File: config.mk
export PLATFORM = sky130hd
export DESIGN_NAME = dav_ring
export DESIGN_NICKNAME = d
export VERILOG_FILES = /design/src/sv/dav_pkg.sv /design/src/sv/dav_ring.sv
export SDC_FILE = /design/constraint.sdc
export NUM_CORES = 2
export LEC_CHECK = 0
export BUFFER_PORTS_ARGS = -buffer_cell sky130_fd_sc_hd__buf_2
export CAP_MARGIN = 0
export CELL_PAD_IN_SITES_DETAIL_PLACEMENT = 1
export CELL_PAD_IN_SITES_GLOBAL_PLACEMENT = 1
export CORE_UTILIZATION = 40
export CTS_CLUSTER_DIAMETER = 120
export DETAILED_ROUTE_END_ITERATION = 10
export PLACE_DENSITY = 0.72
export SLEW_MARGIN = 20
export SYNTH_ARGS = -nofsm -noshare
export SYNTH_HDL_FRONTEND = slang
export SYNTH_SLANG_ARGS = --single-unit
File: constraint.sdc
create_clock -name clk -period 4.9 [get_ports clk]
set_clock_uncertainty 0.15 [all_clocks]
set_input_delay 0.49 -clock clk [delete_from_list [all_inputs] [get_ports clk]]
set_output_delay 0.49 -clock clk [all_outputs]
set_load 0.01 [all_outputs]
File: src/sv/dav_pkg.sv
// Shared types and constants for the dominant axis variance selector.
`timescale 1ns / 1ps
`default_nettype none

package dav_pkg;

	localparam int WINDOW_DEPTH = 32;
	localparam int SAMPLE_BITS  = 16;
	localparam int AXES         = 3;
	localparam int AXIS_W       = 2;

	localparam int LOG_W = $clog2(WINDOW_DEPTH);
	localparam int PTR_W = (LOG_W > 0) ? LOG_W : 1;
	localparam int CNT_W = $clog2(WINDOW_DEPTH + 1);
	localparam int SQ_W  = 2 * SAMPLE_BITS;
	localparam int SUM_W = SAMPLE_BITS + LOG_W;
	localparam int SSQ_W = 2 * SAMPLE_BITS + LOG_W;
	localparam int MET_W = 2 * SAMPLE_BITS + 2 * LOG_W - 1;

	typedef logic [AXIS_W-1:0] axis_t;

	localparam axis_t AXIS_X = 2'd0;
	localparam axis_t AXIS_Y = 2'd1;
	localparam axis_t AXIS_Z = 2'd2;

	typedef logic signed [SAMPLE_BITS-1:0] smp_t;
	typedef logic [AXES-1:0] [SAMPLE_BITS-1:0] axes_t;
	typedef logic [MET_W-1:0] metric_t;

	typedef struct packed {
		smp_t x_sample;
		smp_t y_sample;
		smp_t z_sample;
	} in_item_t;

	typedef struct packed {
		smp_t  chosen_value;
		axis_t chosen_index;
		logic  window_full;
	} out_item_t;

	typedef struct packed {
		axes_t old;
		logic  evict;
		logic  full;
	} ring_info_t;

	typedef struct packed {
		logic                     valid;
		logic                     full;
		axes_t                    vals;
		metric_t [AXES-1:0]       metric;
	} stat_t;

endpackage

`default_nettype wire

File: src/sv/dav_ring.sv
// Sample ring with write pointer, fill count and prefetched oldest entry.
`timescale 1ns / 1ps
`default_nettype none

module dav_ring import dav_pkg::*; (
	input  wire logic       clk,
	input  wire logic       arst_n,
	input  wire logic       wr_en,
	input  wire axes_t      wr_data,
	output      ring_info_t info
);

	axes_t             mem [WINDOW_DEPTH];
	axes_t             rd_q;
	logic [PTR_W-1:0]  wp_q;
	logic [PTR_W-1:0]  wp_inc;
	logic [PTR_W-1:0]  rd_addr;
	logic [CNT_W-1:0]  fill_q;

	assign wp_inc  = (wp_q == PTR_W'(WINDOW_DEPTH - 1)) ? '0 : wp_q + 1'b1;
	assign rd_addr = wr_en ? wp_inc : wp_q;

	always_ff @(posedge clk) begin
		if (wr_en) begin
			mem[wp_q] <= wr_data;
		end
		rd_q <= mem[rd_addr];
	end

	always_ff @(posedge clk or negedge arst_n) begin
		if (!arst_n) begin
			wp_q   <= '0;
			fill_q <= '0;
		end else if (wr_en) begin
			wp_q <= wp_inc;
			if (fill_q < CNT_W'(WINDOW_DEPTH)) begin
				fill_q <= fill_q + 1'b1;
			end
		end
	end

	assign info.old   = rd_q;
	assign info.evict = (fill_q == CNT_W'(WINDOW_DEPTH));
	assign info.full  = (fill_q >= CNT_W'(WINDOW_DEPTH - 1));

endmodule

`default_nettype wire

==> metrics.md <==
| Metric | Value |
|---|---|
| Port bufs | `100` |
| Largest net degree at the start of global routing | `165` |
| CTS tree | `built` |
| Io pins | `slightly above 100` |
| CTS root buf | `clkbuf_16` |
| Slew @ Worst Pin | `~1100 ps` |
| Post-route core utilization | `between 40% and 50%` |
| Most numerous cell in the Yosys netlist | `edfxtp_1` |
| Worst rel slew slack | `between 20% and 30%` |
| Initial antenna violation count | `4` |
| Antenna Violating Nets Remaining | `0` |
| Die height | `just over 400 µm` |
| Fraction of layout instances using a drive strength above 1 | `about an eighth` |
| CTS max path bufs | `3` |
| Minimum clock period after layout | `between 4000 and 5000 ps` |
| CTS resizes | `0` |
| Synth cell types | `52` |
| WS Path Type | `flip-flop to flip-flop` |
| Peak supply drop | `between 0.0006 and 0.0007 V` |
| CP arrival | `between 4000 and 5000 ps` |
| Initial Util | `between 40% and 50%` |
| Status | `completed` |
| CP startpoint kind | `flip-flop` |
| DP HPWL | `around 110 mm` |
| Net Count, Synth | `approximately 4.7k` |
| HP Class | `input pin to flip-flop` |
| Fmax | `around 240 MHz` |
| CTS buffer count | `approximately 170` |
| Final GP Congestion | `0.799` |
| WL/cell | `about 30 µm` |
| Sink Count | `around 1.6k` |
| RSZ-0062 raised after global routing | `false` |
| Clk_lat worst skew | `slightly above 800 ps` |
| Area delta synth->final | `13.5%` |
| Row count | `approximately 150` |
| Placed instance area | `about 70000 µm²` |
| Iteration-0 DRC Markers | `~4.8k` |
| Vias per cell | `6.11` |
| Reg clk slew, reported paths | `~60 ps` |
| Final Instance Area | `roughly 74000 µm²` |
| Sequential share of the synthesized area | `72.6%` |
| Crit share post-route | `~83%` |
| Vias in the first global route | `about 44k` |
| DR vias | `roughly 43k` |
| CP max FO | `16` |
| Chip Width | `around 410 µm` |
| Synthesized instance count | `about 4.7k` |
| Core box area | `161000 µm²` |
| Post-Syn Area per Cell | `14.0 µm²` |
| Die ar. | `around 160000 µm²` |
| Max-slew violations | `0` |
| Net count, final | `between 4k and 5k` |
| Final setup vio count | `0` |
| Req. time, crit path | `about 5400 ps` |
| Post-synth EDFFs | `around 1.5k` |
| Pleak | `roughly 25 nW` |
| Pwr dens | `between 500 and 600 nW/µm²` |
| Top cells by count, synth | `edfxtp_1, nand2_1, nand3_1` |
| Maxcap violations | `0` |
| GR Overflow Total | `0` |
| Synth area leader | `edfxtp_1` |
| Yosys warns | `0` |
| Final WL | `between 200 and 250 mm` |
| Tot GR Track Use | `around a quarter` |
| Htree depth | `4` |
| Post-synth top area share | `between 70% and 80%` |
| DR pass1 iterations | `8` |
| Ys async rst share | `less than 1%` |
| Area contributors post-synth | `edfxtp_1, nand2_1, nand3_1, mux4_2, a21oi_1` |
| CP endpoint kind | `flip-flop` |
| Ys flop type | `edfxtp_1` |
| Fin. Hold Viols | `0` |
| First-pass GRT wire length | `~300 mm` |
| # DRC | `0` |
| Post-Syn Area | `65200 µm²` |
| Number of synthesized register bits | `1595` |
layer usage:
| layer | vias to the layer above | wire length [µm] | global-route usage [%] | share of wire [%] |
|---|---|---|---|---|
| met5 | - | 13 | 0 | 0.0063 |
| met4 | 2 | 7930 | 9.92 | 3.9 |
| met3 | 454 | 16300 | 4.06 | 7.9 |
| met2 | 1977 | 99400 | 40.6 | 48 |
| met1 | 22400 | 81600 | 32.6 | 40 |
| li1 | 18000 | - | - | - |
critical path: stages (launching register included):
cell	delay, ps
dfrtp_4	490
ha_1	300
and3_1	220
ha_1	290
buf_4	230
nor2_4	120
a22o_2	580
buf_4	330
a211oi_1	100
or4_1	530
a32o_1	240
nor4_1	370
power by group:
part	switching [mW]	internal [mW]	total (mW)
logic	10.3	4.76	15.1
clock network	5.33	6.71	12.0
registers	0.505	15.9	16.4
total	16.1	27.4	43.5
metrics by stage:
step | hold slack [ps] | setup WS (ps) | setup TNS (ps) | cells | power, mW
floorplan | 44.4 | -545 | -104020 | 4653 | 25.9
global placement | 316 | 1010 | 0 | 6697 | 31.2
detailed placement | 315 | 762 | 0 | 6697 | 31.6
CTS | 0.824 | 840 | 0 | 7021 | 43.7
global route | 47.6 | 753 | 0 | 7023 | 45.1
finish | 47.3 | 816 | 0 | 7024 | 43.5
timing repair:
| item | 4_1_cts | 5_1_grt |
|---|---|---|
| hold buffers | 17 | 0 |
| buffers inserted | 0 | 0 |
| endpoints found under the hold margin | 300 | 0 |
logic make-up (layout without fill, tap and decap cells):
kind of cell / after synthesis / count (layout) / synth area share (%)
and+or+nand+nor: 1664 / 1664 / 11.4
AOI/OAI and AO/OA: 826 / 826 / 8.59
DFF: 1595 / 1595 / 72.6
muxes: 195 / 195 / 4.84
buffers and inverters: 362 / 570 / 2.34
xor gates and xnor gates: 4 / 4 / 0.0537
adders and majority gates: 7 / 7 / 0.134
other: 0 / 3 / 0
registers in the layout (all words and copies together) (netlist names):
signal  cells
fill_q      6
wp_q        5
mem      1536
info       48
layout make-up:
cell class | instances | area (µm²)
clock inverter | 62 | 529
inverter | 10 | 56.3
antenna | 3 | 7.51
tap | 2160 | 2700
timing repair buffer | 253 | 2080
fill | 16100 | 87100
clock buffer | 245 | 4600
sequential | 1595 | 47400
multi-input combinational | 2696 | 16700
layout by cell type (no fill, tap or decap), types with 9 or more instances in the layout:
cell and instances:
or4_1 48, a221oi_1 48, a22o_1 48, nand3_1 484
buf_12 31, a211o_1 48, a211oi_1 96, dfrtp_1 9
nor2_1 98, buf_4 106, nand2_1 923, a32oi_1 48
edfxtp_1 1536, dlygate4sd3_1 17, clkbuf_8 9, clkinv_2 19
nor4_1 22, buf_2 99, dfxtp_1 48, a21oi_1 339
clkbuf_16 169, clkbuf_1 67, a32o_1 48, nor2_4 25
mux2i_1 97, o21ai_0 97, clkinv_1 26, o311a_1 48
nor4_2 27, mux4_2 96
path summary, 6_finish.rpt:
kind / start / endpoint / slack (ps) / depth (start not counted)
max: wp_q[0]$_DFF_PN0_ / info[20]$_DFF_P_ / 820 / 11
min: wr_data[30] / mem[22][30]$_DFFE_PP_ / 50 / 1
max reg2reg: wp_q[0]$_DFF_PN0_ / info[20]$_DFF_P_ / 820 / 11
min reg2reg: fill_q[4]$_DFFE_PN0P_ / fill_q[4]$_DFFE_PN0P_ / 360 / 1
max in group asynchronous: arst_n / wp_q[1]$_DFF_PN0_ / 2540 / 4
min in group asynchronous: arst_n / wp_q[3]$_DFF_PN0_ / 460 / 3
No activity file was read; power rests on OpenSTA's default activity.
