## src/sv/dav_pkg.sv

```systemverilog
// Shared types and constants for the dominant axis variance selector.
`timescale 1ns / 1ps
`default_nettype none

package dav_pkg;

	localparam int WINDOW_DEPTH = 32;
	localparam int SAMPLE_BITS  = 16;
	localparam int AXES         = 3;
	localparam int AXIS_W       = 2;

	localparam int LOG_W = $clog2(WINDOW_DEPTH);
	localparam int PTR_W = (LOG_W > 0) ? LOG_W : 1;
	localparam int CNT_W = $clog2(WINDOW_DEPTH + 1);
	localparam int SQ_W  = 2 * SAMPLE_BITS;
	localparam int SUM_W = SAMPLE_BITS + LOG_W;
	localparam int SSQ_W = 2 * SAMPLE_BITS + LOG_W;
	localparam int MET_W = 2 * SAMPLE_BITS + 2 * LOG_W - 1;

	typedef logic [AXIS_W-1:0] axis_t;

	localparam axis_t AXIS_X = 2'd0;
	localparam axis_t AXIS_Y = 2'd1;
	localparam axis_t AXIS_Z = 2'd2;

	typedef logic signed [SAMPLE_BITS-1:0] smp_t;
	typedef logic [AXES-1:0] [SAMPLE_BITS-1:0] axes_t;
	typedef logic [MET_W-1:0] metric_t;

	typedef struct packed {
		smp_t x_sample;
		smp_t y_sample;
		smp_t z_sample;
	} in_item_t;

	typedef struct packed {
		smp_t  chosen_value;
		axis_t chosen_index;
		logic  window_full;
	} out_item_t;

	typedef struct packed {
		axes_t old;
		logic  evict;
		logic  full;
	} ring_info_t;

	typedef struct packed {
		logic                     valid;
		logic                     full;
		axes_t                    vals;
		metric_t [AXES-1:0]       metric;
	} stat_t;

endpackage

`default_nettype wire

```

## src/sv/dav_select.sv

```systemverilog
// Axis selection stage and result register.
`timescale 1ns / 1ps
`default_nettype none

module dav_select import dav_pkg::*; (
	input  wire logic      clk,
	input  wire logic      arst_n,
	input  wire logic      advance,
	input  wire stat_t     stat,
	output      logic      result_valid,
	output      out_item_t result
);

	logic               valid_s4, full_s4;
	axes_t              vals_s4;
	metric_t [AXES-1:0] metric_s4;
	metric_t            best;
	axis_t              best_idx, chosen_q, chosen_d;
	smp_t               chosen_val;
	logic               out_valid_q;
	out_item_t          out_q;

	always_comb begin
		best     = metric_s4[AXIS_X];
		best_idx = AXIS_X;
		if (metric_s4[AXIS_Y] > best) begin
			best     = metric_s4[AXIS_Y];
			best_idx = AXIS_Y;
		end
		if (metric_s4[AXIS_Z] > best) begin
			best     = metric_s4[AXIS_Z];
			best_idx = AXIS_Z;
		end
	end

	assign chosen_d = full_s4 ? best_idx : chosen_q;

	always_comb begin
		case (chosen_d)
			AXIS_X: begin
				chosen_val = $signed(vals_s4[AXIS_X]);
			end
			AXIS_Z: begin
				chosen_val = $signed(vals_s4[AXIS_Z]);
			end
			default: begin
				chosen_val = $signed(vals_s4[AXIS_Y]);
			end
		endcase
	end

	always_ff @(posedge clk or negedge arst_n) begin
		if (!arst_n) begin
			valid_s4    <= 1'b0;
			out_valid_q <= 1'b0;
			chosen_q    <= AXIS_Y;
		end else if (advance) begin
			valid_s4    <= stat.valid;
			out_valid_q <= valid_s4;
			if (valid_s4) begin
				chosen_q <= chosen_d;
			end
		end
	end

	always_ff @(posedge clk) begin
		if (advance) begin
			full_s4   <= stat.full;
			vals_s4   <= stat.vals;
			metric_s4 <= stat.metric;
			if (valid_s4) begin
				out_q.chosen_value <= chosen_val;
				out_q.chosen_index <= chosen_d;
				out_q.window_full  <= full_s4;
			end
		end
	end

	assign result_valid = out_valid_q;
	assign result       = out_q;

`ifndef SYNTHESIS
	a_index_matches_held: assert property (@(posedge clk) disable iff (!arst_n)
		advance && valid_s4 |=> result.chosen_index == chosen_q)
		else $error("result index differs from held axis");

	a_hold_until_full: assert property (@(posedge clk) disable iff (!arst_n)
		advance && valid_s4 && !full_s4 |=> chosen_q == $past(chosen_q))
		else $error("axis changed before window was full");

	a_full_flag_follows: assert property (@(posedge clk) disable iff (!arst_n)
		advance && valid_s4 |=> result_valid && result.window_full == $past(full_s4))
		else $error("result window flag mismatch");
`endif

endmodule

`default_nettype wire

```

## config.mk

```make
export PLATFORM = sky130hd
export DESIGN_NAME = dav_select
export DESIGN_NICKNAME = d
export VERILOG_FILES = /design/src/sv/dav_pkg.sv /design/src/sv/dav_select.sv
export SDC_FILE = /design/constraint.sdc
export NUM_CORES = 1
export LEC_CHECK = 0
export ABC_AREA = 1
export BUFFER_PORTS_ARGS = -buffer_cell sky130_fd_sc_hd__buf_2
export CAP_MARGIN = 20
export CORE_MARGIN = 2
export CORE_UTILIZATION = 45
export CTS_CLUSTER_DIAMETER = 100
export DETAILED_ROUTE_END_ITERATION = 10
export GPL_ROUTABILITY_DRIVEN = 0
export PLACE_DENSITY_LB_ADDON = 0.1
export SLEW_MARGIN = 20
export SYNTH_ARGS = -nofsm -noshare
export SYNTH_HDL_FRONTEND = slang
export SYNTH_SLANG_ARGS = --single-unit
```

## constraint.sdc

```tcl
create_clock -name clk -period 3.44 [get_ports clk]
set_clock_uncertainty 0.1 [all_clocks]
set_input_delay 0.516 -clock clk [delete_from_list [all_inputs] [get_ports clk]]
set_output_delay 0.516 -clock clk [all_outputs]
set_load 0.02 [all_outputs]
```

==> metrics.txt <==
# TYPE chip_impl_metric gauge
chip_impl_metric{name="timing.final.crit_share",unit=""} 1.160
chip_impl_metric{name="design.core.area",unit="sq um"} 19400
chip_impl_metric{name="track_usage",unit=""} 0.1808
chip_impl_info{name="post-synth-top-count-cell",value="sky130_fd_sc_hd__edfxtp_1"} 1
chip_impl_metric{name="postLayoutSetupSlackWorst",unit="ps"} -552.0
chip_impl_info{name="critPathCaptureType",value="register"} 1
chip_impl_info{name="synth_top_cell_by_area",value="sky130_fd_sc_hd__edfxtp_1"} 1
chip_impl_info{name="cp_cell_sequence",value="ha_4 > nand2_1 > inv_2 > nand3_2 > nor4_2 > buf_4 > nand4_1 > nand2_8 > bufbuf_16 > o21ai_0 > ha_1 > nand2_1 > nor2_1 > and2_4 > nand3_4 > inv_2 > nand3b_1 > buf_4 > nand3_4 > nand2_4 > nand4_1 > nand3_1"} 1
chip_impl_metric{name="die_w",unit="um"} 144.5
chip_impl_metric{name="port_buffers",unit=""} 195
chip_impl_info{name="violated_checks",value="setup timing"} 1
chip_impl_metric{name="drt.antenna.violating_nets",unit=""} 0
chip_impl_info{name="worst_path_dominant_cell_family",value="simple AND/OR/NAND/NOR gates"} 1
chip_impl_metric{name="io_pins",unit=""} 196
chip_impl_metric{name="synth_nets",unit=""} 980
chip_impl_metric{name="post-route-drc-count",unit=""} 0
chip_impl_info{name="worstReg2RegStart",value="metric_s4[45]"} 1
chip_impl_metric{name="totalWireLength",unit="mm"} 19.61
chip_impl_info{name="tritoncts_clock_tree",value="built"} 1
chip_impl_info{name="timing_worst_setup_path_type",value="register to register"} 1
chip_impl_info{name="outcome",value="complete, but fails checks"} 1
chip_impl_metric{name="leakage",unit="nW"} 5.210
chip_impl_metric{name="synth_compound_area_frac",unit=""} 0.04969
chip_impl_metric{name="timing.critical_path.buf_inv",unit=""} 5
chip_impl_metric{name="finish.utilization",unit=""} 0.6110
chip_impl_metric{name="synth.lib_cells_used.distinct",unit=""} 29
chip_impl_metric{name="max_stage_delay",unit="ps"} 430
chip_impl_metric{name="die_area",unit="sq um"} 20890
chip_impl_metric{name="ir_worst_vdd",unit="V"} 0.0003177
chip_impl_info{name="ys_top_cells_by_area",value="sky130_fd_sc_hd__edfxtp_1, sky130_fd_sc_hd__ha_1, sky130_fd_sc_hd__nand2_1"} 1
chip_impl_metric{name="n_antenna_cell",unit=""} 0
chip_impl_metric{name="shortest_clock_period_the_worst_path_allows_after_layout",unit="ps"} 3992
chip_impl_metric{name="floorplan.initialDensity",unit=""} 0.4582
chip_impl_metric{name="antenna_violations_before_repair",unit=""} 1
chip_impl_metric{name="post_drt_via_cell_ratio",unit=""} 4.859
chip_impl_metric{name="yosys.area_share.xor_xnor",unit=""} 0
chip_impl_metric{name="pre_repair_dr_iteration_count",unit=""} 5
chip_impl_metric{name="cells_after_synthesis",unit=""} 722
chip_impl_metric{name="vias",unit=""} 6108
chip_impl_info{name="rsz0062_at_grt",value="true"} 1
chip_impl_metric{name="worstMarginPinSlew",unit="ps"} 843.2
chip_impl_metric{name="post_synth_instance_area",unit="sq um"} 8889
chip_impl_metric{name="maxClockFrequency",unit="MHz"} 250.5
chip_impl_metric{name="largest_net_degree_at_the_start_of_global_routing",unit=""} 88
chip_impl_metric{name="mux_cell_area_share_after_synthesis",unit=""} 0.001267
chip_impl_metric{name="detail_route.wl_per_cell",unit="um"} 15.60
chip_impl_info{name="hold_path.startpoint",value="stat[152]"} 1
chip_impl_metric{name="maxCapViolations",unit=""} 0
chip_impl_metric{name="synth-seq-area-share",unit=""} 0.6567
chip_impl_metric{name="clkSlewWorstSetupHoldPaths",unit="ps"} 80
chip_impl_metric{name="grt_overflow_total",unit=""} 0
chip_impl_info{name="timing.critical_path.from",value="metric_s4[45]"} 1
chip_impl_metric{name="finalMaxSlewViolations",unit=""} 0
chip_impl_metric{name="cts.path.max_buffers",unit=""} 2
chip_impl_metric{name="asyncSetResetFlopFracSynth",unit=""} 0.02051
chip_impl_metric{name="yosys_register_bits",unit=""} 195
chip_impl_info{name="synthFlopType",value="sky130_fd_sc_hd__edfxtp_1"} 1
chip_impl_info{name="post_synth_most_frequent_cells",value="sky130_fd_sc_hd__edfxtp_1, sky130_fd_sc_hd__nand2_1, sky130_fd_sc_hd__ha_1"} 1
chip_impl_metric{name="grt_pass1_wl",unit="mm"} 28.08
chip_impl_metric{name="synthesis.area_per_instance",unit="sq um"} 12.31
chip_impl_metric{name="finish.net_count",unit=""} 1237
chip_impl_metric{name="cts_inserted_buffers",unit=""} 17
chip_impl_metric{name="cellPowerDensity",unit="nW/um^2"} 549.3
chip_impl_metric{name="worst_ep_required_time",unit="ps"} 3540
chip_impl_metric{name="finalSetupViolCount",unit=""} 20
chip_impl_metric{name="first_global_vias",unit=""} 5753
chip_impl_metric{name="areaGrowthSynthToFinish",unit="%"} 33.35
chip_impl_metric{name="die_h",unit="um"} 144.5
chip_impl_metric{name="tritoncts_num_sinks",unit=""} 195
chip_impl_metric{name="crit_fanout",unit=""} 9
chip_impl_metric{name="synth_edf_count",unit=""} 191
chip_impl_metric{name="synth-warning-count",unit=""} 0
chip_impl_metric{name="yosys.area.top_type_share",unit=""} 0.6453
chip_impl_metric{name="floorplan.rows",unit=""} 51
chip_impl_metric{name="critical_path_arrival",unit="ps"} 4090
chip_impl_metric{name="synth-simple-area-share",unit=""} 0.1364
chip_impl_metric{name="synth_fa_ha_area_frac",unit=""} 0.1154
chip_impl_metric{name="slew_headroom",unit=""} 0.4372
chip_impl_info{name="cts_root_buf",value="sky130_fd_sc_hd__clkbuf_16"} 1
chip_impl_metric{name="drt-initial-drc-count",unit=""} 318
chip_impl_metric{name="dp_slack",unit="ps"} -713.8
chip_impl_info{name="hold_path.class",value="primary input to register"} 1
chip_impl_metric{name="final_layout_size_suffix_gt1_frac",unit=""} 0.3569
chip_impl_info{name="timing.critical_path.slowest_stage_cell",value="sky130_fd_sc_hd__edfxtp_1"} 1
chip_impl_metric{name="place_hpwl",unit="mm"} 13.23
chip_impl_metric{name="clkLatencyLatePin",unit="ps"} 450
chip_impl_info{name="critical_path.startpoint_type",value="register"} 1
chip_impl_metric{name="htree_num_levels",unit=""} 4
chip_impl_metric{name="finalHoldViolCount",unit=""} 0
chip_impl_info{name="synth_top_family_by_area",value="simple AND/OR/NAND/NOR gates"} 1
## state kept, by name, summed over array words and instances (netlist names)
signal,flops
metric_s4,123
vals_s4,48
result,19
chosen_q,2
full_s4,1
result_valid,1
valid_s4,1
## repair_timing
item,4_1_cts,5_1_grt
hold endpoints to repair,4,0
setup buffers,3,5
setup endpoints to repair,20,20
resized for setup,30,63
cloned,4,9
pin swaps,12,43
hold buffers,1,0
## layer usage
metal  routed length (um)  vias up  track usage
met5                   11        -            0
met4                  293        2      0.05570
met3                 1442       25      0.05993
met2                 9842      186       0.3031
met1                 8024     2802       0.2226
li1                     -     3093            -
## final cells by class
class	count	area, sq um
Fill cell	1619	7546
Sequential cell	195	5837
Multi-Input combinational cell	442	3098
Timing Repair Buffer	252	1674
Clock buffer	17	425.4
Tap cell	265	331.6
Inverter	71	266.5
Clock inverter	15	220.2
## worst paths after layout
path,slack [ps],to,depth (start not counted)
max,-550,result[15],22
min,130,vals_s4[29],1
max reg2reg,-550,result[15],22
min reg2reg,400,chosen_q[0],2
max in group asynchronous,2670,chosen_q[0],2
min in group asynchronous,350,valid_s4,2
## kinds of logic (layout without fill, tap and decap cells)
family | Yosys count | in the layout
AOI/OAI and AO/OA | 84 | 84
buffers and inverters | 88 | 355
muxes | 1 | 1
DFF | 195 | 195
adders and majority gates | 82 | 82
and+or+nand+nor | 272 | 275
## through the flow
step | hold slack (ps) | cell area (sq um) | power [mW] | instances | TNS (ps)
global route | 107.7 | 11850 | 6.835 | 1257 | -14870
finish | 134.4 | 11850 | 6.511 | 1257 | -9730
CTS | 115.8 | 11330 | 6.347 | 1243 | -8386
global placement | 224.4 | 10450 | 4.085 | 1203 | -11440
floorplan | 120.4 | 8897 | 3.669 | 722 | 0
detailed placement | 229.9 | 10450 | 4.103 | 1203 | -12790
## where the power goes
group / internal (mW) / total (mW) / leakage (nW) / switching [mW]
registers: 2.86 / 2.94 / 1.91 / 0.0809
clock network: 1.08 / 2.12 / 0.311 / 1.04
logic: 0.646 / 1.45 / 2.99 / 0.805
## worst reg2reg max path: cells and delay by family (launching register included)
| family | cells | cell delay (ps) |
|---|---|---|
| AO/OA/AOI/OAI | 1 | 80 |
| adder cells (fa/ha/maj) | 2 | 590 |
| buffers and inverters | 5 | 780 |
| flip-flops | 1 | 430 |
| AND/OR/NAND/NOR | 14 | 1770 |
## cells in the final DEF, fill, tap and decap left out, types with 2 or more instances in the layout
cell / synthesis / layout
sky130_fd_sc_hd__clkinv_8: 0 / 4
sky130_fd_sc_hd__a21oi_2: 0 / 3
sky130_fd_sc_hd__clkbuf_16: 0 / 23
sky130_fd_sc_hd__inv_1: 71 / 65
sky130_fd_sc_hd__nand2_2: 2 / 14
sky130_fd_sc_hd__nand2_4: 3 / 5
sky130_fd_sc_hd__clkinv_4: 0 / 2
sky130_fd_sc_hd__buf_6: 2 / 6
sky130_fd_sc_hd__inv_8: 0 / 3
sky130_fd_sc_hd__nor2_2: 2 / 8
sky130_fd_sc_hd__buf_4: 2 / 36
sky130_fd_sc_hd__nor2_1: 28 / 22
sky130_fd_sc_hd__inv_12: 0 / 4
sky130_fd_sc_hd__ha_1: 82 / 73
sky130_fd_sc_hd__and2_4: 0 / 2
sky130_fd_sc_hd__a21o_1: 4 / 4
sky130_fd_sc_hd__nand3_2: 1 / 4
sky130_fd_sc_hd__nand3_1: 28 / 21
sky130_fd_sc_hd__bufbuf_16: 0 / 2
sky130_fd_sc_hd__edfxtp_1: 191 / 191
sky130_fd_sc_hd__inv_2: 0 / 6
sky130_fd_sc_hd__buf_2: 6 / 194
sky130_fd_sc_hd__buf_12: 0 / 7
sky130_fd_sc_hd__nand2_8: 0 / 6
sky130_fd_sc_hd__a21oi_1: 31 / 28
sky130_fd_sc_hd__nand3_4: 0 / 4
sky130_fd_sc_hd__dfrtp_1: 3 / 3
sky130_fd_sc_hd__nand4_1: 34 / 34
sky130_fd_sc_hd__o21ai_1: 0 / 10
sky130_fd_sc_hd__ha_4: 0 / 9
sky130_fd_sc_hd__nand2_1: 164 / 147
sky130_fd_sc_hd__o21ai_2: 0 / 3
sky130_fd_sc_hd__nand3b_1: 3 / 3
sky130_fd_sc_hd__o21a_1: 4 / 4
sky130_fd_sc_hd__o21ai_0: 44 / 31
Power figures use the tool's default switching activity.
